## src/design/cip_pkg.sv

```systemverilog
package cip_pkg;

  localparam int ROWS     = 8;
  localparam int ROW_W    = $clog2(ROWS);
  localparam int PIX_W    = 8;
  localparam int LINE_W   = ROWS * PIX_W;

  localparam logic [ROW_W-1:0] ROW_LAST = ROW_W'(ROWS - 1);

  localparam logic [1:0] MODE_DC   = 2'd0;
  localparam logic [1:0] MODE_VERT = 2'd1;
  localparam logic [1:0] MODE_HORZ = 2'd2;
  localparam logic [1:0] MODE_TM   = 2'd3;

  localparam logic [PIX_W-1:0] DC_NONE = 8'd128;
  localparam logic [PIX_W-1:0] PIX_MAX = 8'd255;

  // Held block request; DC values are resolved when the request is taken
  typedef struct packed {
    logic [1:0]        mode;
    logic [LINE_W-1:0] u_above;
    logic [LINE_W-1:0] v_above;
    logic [LINE_W-1:0] u_left;
    logic [LINE_W-1:0] v_left;
    logic [PIX_W-1:0]  u_corner;
    logic [PIX_W-1:0]  v_corner;
    logic [PIX_W-1:0]  u_dc;
    logic [PIX_W-1:0]  v_dc;
  } req_t;

  function automatic logic [LINE_W-1:0] splat(input logic [PIX_W-1:0] px);
    logic [LINE_W-1:0] r;
    for (int c = 0; c < ROWS; c++) begin
      r[c*PIX_W +: PIX_W] = px;
    end
    return r;
  endfunction

endpackage

```

## src/design/cip_dc.sv

```systemverilog
module cip_dc
  import cip_pkg::*;
(
  input  logic [LINE_W-1:0] above,
  input  logic [LINE_W-1:0] left,
  input  logic              up_ok,
  input  logic              left_ok,
  output logic [PIX_W-1:0]  dc
);

  localparam int SUM_W = PIX_W + ROW_W;

  logic [SUM_W-1:0] sum_above;
  logic [SUM_W-1:0] sum_left;
  logic [SUM_W:0]   sum_both;
  logic [SUM_W-1:0] avg_one;
  logic [SUM_W:0]   avg_two;

  always_comb begin
    sum_above = '0;
    sum_left  = '0;
    for (int i = 0; i < ROWS; i++) begin
      sum_above = sum_above + SUM_W'(above[i*PIX_W +: PIX_W]);
      sum_left  = sum_left  + SUM_W'(left[i*PIX_W +: PIX_W]);
    end
  end

  assign sum_both = {1'b0, sum_above} + {1'b0, sum_left} + (SUM_W+1)'(ROWS);
  assign avg_one  = (up_ok ? sum_above : sum_left) + SUM_W'(ROWS / 2);
  assign avg_two  = sum_both >> (ROW_W + 1);

  always_comb begin
    if (up_ok && left_ok) begin
      dc = avg_two[PIX_W-1:0];
    end else if (up_ok || left_ok) begin
      dc = avg_one[SUM_W-1:ROW_W];
    end else begin
      dc = DC_NONE;
    end
  end

endmodule

```

## src/design/cip_row.sv

```systemverilog
module cip_row
  import cip_pkg::*;
(
  input  req_t              req,
  input  logic [ROW_W-1:0]  row,
  output logic [LINE_W-1:0] u_row,
  output logic [LINE_W-1:0] v_row
);

  function automatic logic [LINE_W-1:0] tm_line(input logic [LINE_W-1:0] above,
                                                input logic [PIX_W-1:0]  left_px,
                                                input logic [PIX_W-1:0]  corner);
    logic [LINE_W-1:0] r;
    logic signed [PIX_W+1:0] p;
    for (int c = 0; c < ROWS; c++) begin
      p = $signed({2'b00, left_px}) + $signed({2'b00, above[c*PIX_W +: PIX_W]})
          - $signed({2'b00, corner});
      if (p < 0) begin
        r[c*PIX_W +: PIX_W] = '0;
      end else if (p > $signed({2'b00, PIX_MAX})) begin
        r[c*PIX_W +: PIX_W] = PIX_MAX;
      end else begin
        r[c*PIX_W +: PIX_W] = p[PIX_W-1:0];
      end
    end
    return r;
  endfunction

  logic [PIX_W-1:0] u_left_px;
  logic [PIX_W-1:0] v_left_px;

  assign u_left_px = req.u_left[row*PIX_W +: PIX_W];
  assign v_left_px = req.v_left[row*PIX_W +: PIX_W];

  always_comb begin
    unique case (req.mode)
      MODE_DC: begin
        u_row = splat(req.u_dc);
        v_row = splat(req.v_dc);
      end
      MODE_VERT: begin
        u_row = req.u_above;
        v_row = req.v_above;
      end
      MODE_HORZ: begin
        u_row = splat(u_left_px);
        v_row = splat(v_left_px);
      end
      default: begin
        u_row = tm_line(req.u_above, u_left_px, req.u_corner);
        v_row = tm_line(req.v_above, v_left_px, req.v_corner);
      end
    endcase
  end

endmodule

```

## src/design/chroma_intra_predictor_8x8_unit.sv

```systemverilog
// 8x8 chroma intra predictor (DC, vertical, horizontal, TrueMotion). A block
// request is taken in one transaction and yields eight row transactions, row 0
// first, each carrying eight U and eight V predicted bytes; last_row marks row
// 7. Rows leave at one per cycle while the output is not stalled, and a new
// request is taken in the same cycle its last row moves into the output
// register, so blocks follow back to back. The DC averages are formed as the
// request is taken; each row is built from the held request between the
// request register and the output register.
module chroma_intra_predictor_8x8_unit
  import cip_pkg::*;
(
  input  logic              clk,
  input  logic              rst,
  input  logic              in_valid,
  output logic              in_stall,
  input  logic [1:0]        mode,
  input  logic              above_present,
  input  logic              left_present,
  input  logic [LINE_W-1:0] u_above,
  input  logic [LINE_W-1:0] v_above,
  input  logic [LINE_W-1:0] u_left,
  input  logic [LINE_W-1:0] v_left,
  input  logic [PIX_W-1:0]  u_corner,
  input  logic [PIX_W-1:0]  v_corner,
  output logic              out_valid,
  input  logic              out_stall,
  output logic [ROW_W-1:0]  row_number,
  output logic [LINE_W-1:0] u_row,
  output logic [LINE_W-1:0] v_row,
  output logic              last_row
);

  req_t              req;
  logic              req_valid;
  logic [ROW_W-1:0]  row_counter;
  logic [PIX_W-1:0]  u_dc;
  logic [PIX_W-1:0]  v_dc;
  logic [LINE_W-1:0] u_line;
  logic [LINE_W-1:0] v_line;
  logic              in_take;
  logic              out_load;
  logic              req_done;

  cip_dc u_dc_unit (
    .above   (u_above),
    .left    (u_left),
    .up_ok   (above_present),
    .left_ok (left_present),
    .dc      (u_dc)
  );

  cip_dc v_dc_unit (
    .above   (v_above),
    .left    (v_left),
    .up_ok   (above_present),
    .left_ok (left_present),
    .dc      (v_dc)
  );

  cip_row row_unit (
    .req   (req),
    .row   (row_counter),
    .u_row (u_line),
    .v_row (v_line)
  );

  assign out_load = req_valid && (!out_valid || !out_stall);
  assign req_done = out_load && (row_counter == ROW_LAST);
  assign in_stall = req_valid && !req_done;
  assign in_take  = in_valid && !in_stall;

  always_ff @(posedge clk) begin
    if (rst) begin
      req_valid   <= 1'b0;
      row_counter <= '0;
    end else if (in_take) begin
      req_valid   <= 1'b1;
      row_counter <= '0;
    end else if (out_load) begin
      // drop the request once its last row has left
      req_valid   <= !req_done;
      row_counter <= row_counter + ROW_W'(1);
    end
  end

  always_ff @(posedge clk) begin
    if (in_take) begin
      req.mode     <= mode;
      req.u_above  <= u_above;
      req.v_above  <= v_above;
      req.u_left   <= u_left;
      req.v_left   <= v_left;
      req.u_corner <= u_corner;
      req.v_corner <= v_corner;
      req.u_dc     <= u_dc;
      req.v_dc     <= v_dc;
    end
  end

  always_ff @(posedge clk) begin
    if (rst) begin
      out_valid <= 1'b0;
    end else if (out_load) begin
      out_valid <= 1'b1;
    end else if (!out_stall) begin
      out_valid <= 1'b0;
    end
  end

  always_ff @(posedge clk) begin
    if (out_load) begin
      row_number <= row_counter;
      u_row      <= u_line;
      v_row      <= v_line;
      last_row   <= (row_counter == ROW_LAST);
    end
  end

  a_take_restarts_rows: assert property (@(posedge clk) disable iff (rst)
    in_take |=> (req_valid && row_counter == '0))
    else $error("new request did not restart at row 0");

  a_take_only_after_last: assert property (@(posedge clk) disable iff (rst)
    (req_valid && !in_stall) |-> (out_load && row_counter == ROW_LAST))
    else $error("request replaced before its last row left");

  a_last_flag: assert property (@(posedge clk) disable iff (rst)
    out_valid |-> (last_row == (row_number == ROW_LAST)))
    else $error("last_row does not match row_number");

  a_rows_follow: assert property (@(posedge clk) disable iff (rst)
    (out_valid && !out_stall && !last_row) |=>
      (out_valid && row_number == ROW_W'($past(row_number) + ROW_W'(1))))
    else $error("row sequence broken inside a block");

endmodule

```

## config.mk

```make
export PLATFORM = sky130hd
export DESIGN_NAME = chroma_intra_predictor_8x8_unit
export DESIGN_NICKNAME = d
export VERILOG_FILES = /design/src/design/cip_pkg.sv /design/src/design/cip_dc.sv /design/src/design/cip_row.sv /design/src/design/chroma_intra_predictor_8x8_unit.sv
export SDC_FILE = /design/constraint.sdc
export NUM_CORES = 1
export LEC_CHECK = 0
export BUFFER_PORTS_ARGS = -buffer_cell sky130_fd_sc_hd__buf_2
export CAP_MARGIN = 10
export CORE_MARGIN = 2
export CORE_UTILIZATION = 39
export DETAILED_ROUTE_END_ITERATION = 8
export PLACE_DENSITY_LB_ADDON = 0.3
export REMOVE_ABC_BUFFERS = 1
export SLEW_MARGIN = 20
export SYNTH_ARGS = -nofsm -noshare
export SYNTH_HDL_FRONTEND = slang
export SYNTH_SLANG_ARGS = --single-unit
```

## constraint.sdc

```tcl
create_clock -name clk -period 23.6 [get_ports clk]
set_input_delay 5.9 -clock clk [delete_from_list [all_inputs] [get_ports clk]]
set_output_delay 5.9 -clock clk [all_outputs]
set_load 0.05 [all_outputs]
```

==> flow_metrics.env <==
export IMPL_holdPathStages=2
export IMPL_chipWidth_um=293
export IMPL_placed_instance_area_sq_mm=0.0362
export IMPL_cts_htree_levels=2
export IMPL_worst_r2r_setup_slack_ps=17930
export IMPL_drc_violations=0
export IMPL_worst_slew_pin_slew_ps=1140
export IMPL_fin_tns_setup_ps=0
export IMPL_path_class="input pin to output pin"
export IMPL_critical_path_cell_chain="buf_2 -> nand2_1 -> nand2_1 -> nand2_1 -> inv_1 -> buf_2"
export IMPL_row_count=106
export IMPL_cts_hold_buffers_added=0
export IMPL_multiInputGateArea_sq_mm=0.0173
export IMPL_synth_edf_count=422
export IMPL_final_antenna_net_count=0
export IMPL_synth_area_sq_mm=0.0327
export IMPL_design_final_nets=4113
export IMPL_path_clk_slew_ps=50
export IMPL_cap_viol_max_count=0
export IMPL_final_design_area_no_fill_sq_mm=0.0380
export IMPL_ir_drop_mv=0.213
export IMPL_timing_reg2reg_worst_path_depth=14
export IMPL_critical_path_slowest_cell="sky130_fd_sc_hd__buf_2"
export IMPL_hp_class="register to register"
export IMPL_grt_first_pass_wirelength_um=134000
export IMPL_total_leakage_power_nw=17.3
export IMPL_critPathMaxStageDelay_ps=270
export IMPL_layout_min_cycle_time_ps=12460
export IMPL_dp_slack_ps=10830
export IMPL_grt_antenna_before_repair=13
export IMPL_end_kind="output pin"
export IMPL_setup_repair_after_global_routing_missed_its_margin="false"
export IMPL_cell_internal_power_mw=3.42
export IMPL_p_sw_share_pct=46.8
export IMPL_status="finished clean"
export IMPL_die_h_um=293
export IMPL_num_io_pins=414
export IMPL_track_usage_pct=20.6
export IMPL_detailedRoute_firstIterationViolations=1546
export IMPL_fin_crit_sh_pct=52.8
export IMPL_worstReg2RegStart="row_counter[0]"
export IMPL_cts_resized_gates=0
export IMPL_mostFrequentLayoutCell="sky130_fd_sc_hd__inv_1"
export IMPL_numClockSinks=427
export IMPL_max_slew_margin_pct=23.4
export IMPL_syn2layout_area_growth_pct=16.5
export IMPL_maximum_number_of_pins_on_one_net_before_global_route_repair=82
export IMPL_grt_overflow_total=0
export IMPL_power_per_cell_area_mw_per_mm2=169
export IMPL_floorplan_die_area_sq_mm=0.0861
export IMPL_floorplan_initialDensity_pct=39.2
export IMPL_synth_sequential_area_ratio_pct=39.1
export IMPL_crit_required_ps=17700
export IMPL_synth_flop_cell="sky130_fd_sc_hd__edfxtp_1"
export IMPL_layout_cells_most_common_list="sky130_fd_sc_hd__inv_1 (676), sky130_fd_sc_hd__edfxtp_1 (422), sky130_fd_sc_hd__buf_2 (413)"
export IMPL_hpwl_um=71800
export IMPL_synth_lib_cells_used_distinct=66
export IMPL_routed_via_count=22375
export IMPL_ff_latch_area_sq_mm=0.0128
export IMPL_tritoncts="done"
export IMPL_achievable_frequency_mhz=80.2
export IMPL_synth_largest_area_cell="sky130_fd_sc_hd__edfxtp_1"
export IMPL_fillers=7778
export IMPL_drt_pass1_iterations=7
export IMPL_number_of_buffer_cells_added_on_primary_ports=413
export IMPL_syn_inst=2829
export IMPL_cts_buffer_depth=3
export IMPL_power_frac_seq_pct=15.7
export IMPL_clock_insertion_delay_worst_skew_ps=620
export IMPL_via_per_inst=5.08
export IMPL_syn_area_per_cell_sq_um=11.5
export IMPL_grt_pass1_vias=22683
export IMPL_final_layout_size_suffix_gt1_share_pct=18.1
export IMPL_ys_async_rst_share_pct=0
export IMPL_routed_wl_um=88800
export IMPL_r2r_end="u_row[63]"
export IMPL_power_switching_mw=3.01
export IMPL_place_gp_congestion=0.891
export IMPL_synth_top_cell_area_share_pct=38.8
export IMPL_yosys_top_cells_area="sky130_fd_sc_hd__edfxtp_1 (39%), sky130_fd_sc_hd__fa_1 (17%), sky130_fd_sc_hd__ha_1 (10%), sky130_fd_sc_hd__inv_1 (7.8%), sky130_fd_sc_hd__a221o_1 (3.9%)"
export IMPL_core_area_sq_mm=0.0833
export IMPL_cp_start_kind="input pin"
export IMPL_cp_data_arrival_time_ps=6560
export IMPL_yosysWarnings=0
export IMPL_cts_root_buffer_cell="sky130_fd_sc_hd__clkbuf_16"
export IMPL_worst_clock_skew_ps=33.3
export IMPL_final_setup_viol_count=0
export IMPL_hold_violations=0
export IMPL_route_detailed_wl_per_inst_um=20.1
export IMPL_hold_path_endpoint="out_valid"
export IMPL_postCtsSetupRepairBufs=0
export IMPL_tritoncts_num_buffers=52
export IMPL_holdCritStartpoint="req_valid"
export IMPL_p_comb_share_pct=71.3
export IMPL_drv_slew=0
export IMPL_critPathMaxFanout=2
export IMPL_setup_ws_final_ps=11140
export IMPL_ys_seq_elements=427
export IMPL_power_consumption_mw=6.43
export IMPL_smallest_hold_slack_ps=507
export IMPL_crit_top_cell="sky130_fd_sc_hd__nand2_1"
export IMPL_pwr_share_clk_pct=13.0
power by group through the flow:
stage / Clock [mW] / Combinational [mW] / Sequential [mW]
6_report: 0.837 / 4.58 / 1.01
5_1_grt: 0.882 / 5.18 / 1.02
4_1_cts: 0.856 / 4.56 / 1.01
3_5_place_dp: 0 / 4.52 / 1.03
3_3_place_gp: 0 / 4.49 / 1.03
2_1_floorplan: 0 / 3.48 / 1.12
critical path, delay by kind of cell:
kind | cells | cell delay, ps
and+or+nand+nor | 3 | 180
buffers and inverters | 3 | 470
routing by layer:
layer,GRT usage (%),routed length (um)
met1,28.2,38900
met2,33.5,41600
met3,4.11,6100
met4,5.71,2180
met5,0,49
worst max-delay path by stage:
stage / from / endpoint / slack (ps)
after global placement: u_above[1] / req[15] / 10900
after CTS: out_stall / in_stall / 11130
final: out_stall / in_stall / 11140
after global routing: u_above[0] / req[15] / 11050
after floorplan: out_stall / row_counter[0] / 3680
after detailed placement: u_left[0] / req[15] / 10830
cell families (layout without fill, tap and decap cells):
kind of cell / after synthesis / in the layout / share of synthesized area (%)
AOI/OAI and AO/OA: 530 / 530 / 11.7
xor gates and xnor gates: 192 / 192 / 5.15
adders and majority gates: 548 / 548 / 27.5
buffers and inverters: 717 / 1213 / 8.26
DFF: 427 / 427 / 39.1
muxes: 65 / 65 / 3.23
other: 0 / 3 / 0
and+or+nand+nor: 350 / 350 / 4.97
cell usage after synthesis (all sizes together), types with 7 or more instances:
library cell,instances
a211oi,27
a21o,58
a21oi,138
a221o,128
a31oi,19
and2,8
buf,7
clkbuf,34
edfxtp,422
fa,284
ha,264
inv,676
mux2i,31
mux4,32
nand2,170
nand2b,38
nand3,7
nand4,11
nor2,64
nor2b,10
nor3,15
o21ai,67
o21bai,48
xnor2,130
xor2,62
flip-flops by register name, indices dropped and copies added, names as in the netlist:
register	count
req	290
u_row	64
v_row	64
row_counter	3
row_number	3
last_row	1
out_valid	1
req_valid	1
metrics by stage:
step           utilization [%]  std cells
2_1_floorplan                -       2788
3_3_place_gp              43.5       4309
3_5_place_dp              43.5       4309
4_1_cts                   45.6       4403
5_1_grt                   45.7       4408
6_report                  45.7       4408
layout make-up:
type                       count  area share (%)
multi-input combinational   1685            45.4
sequential                   427            33.6
inverter                     676            6.67
timing repair buffer         443            6.13
clock buffer                  57            3.58
tap                         1080            3.55
clock inverter                37            1.03
antenna                        3          0.0197
Note: power is estimated with default switching activity, not from simulation.
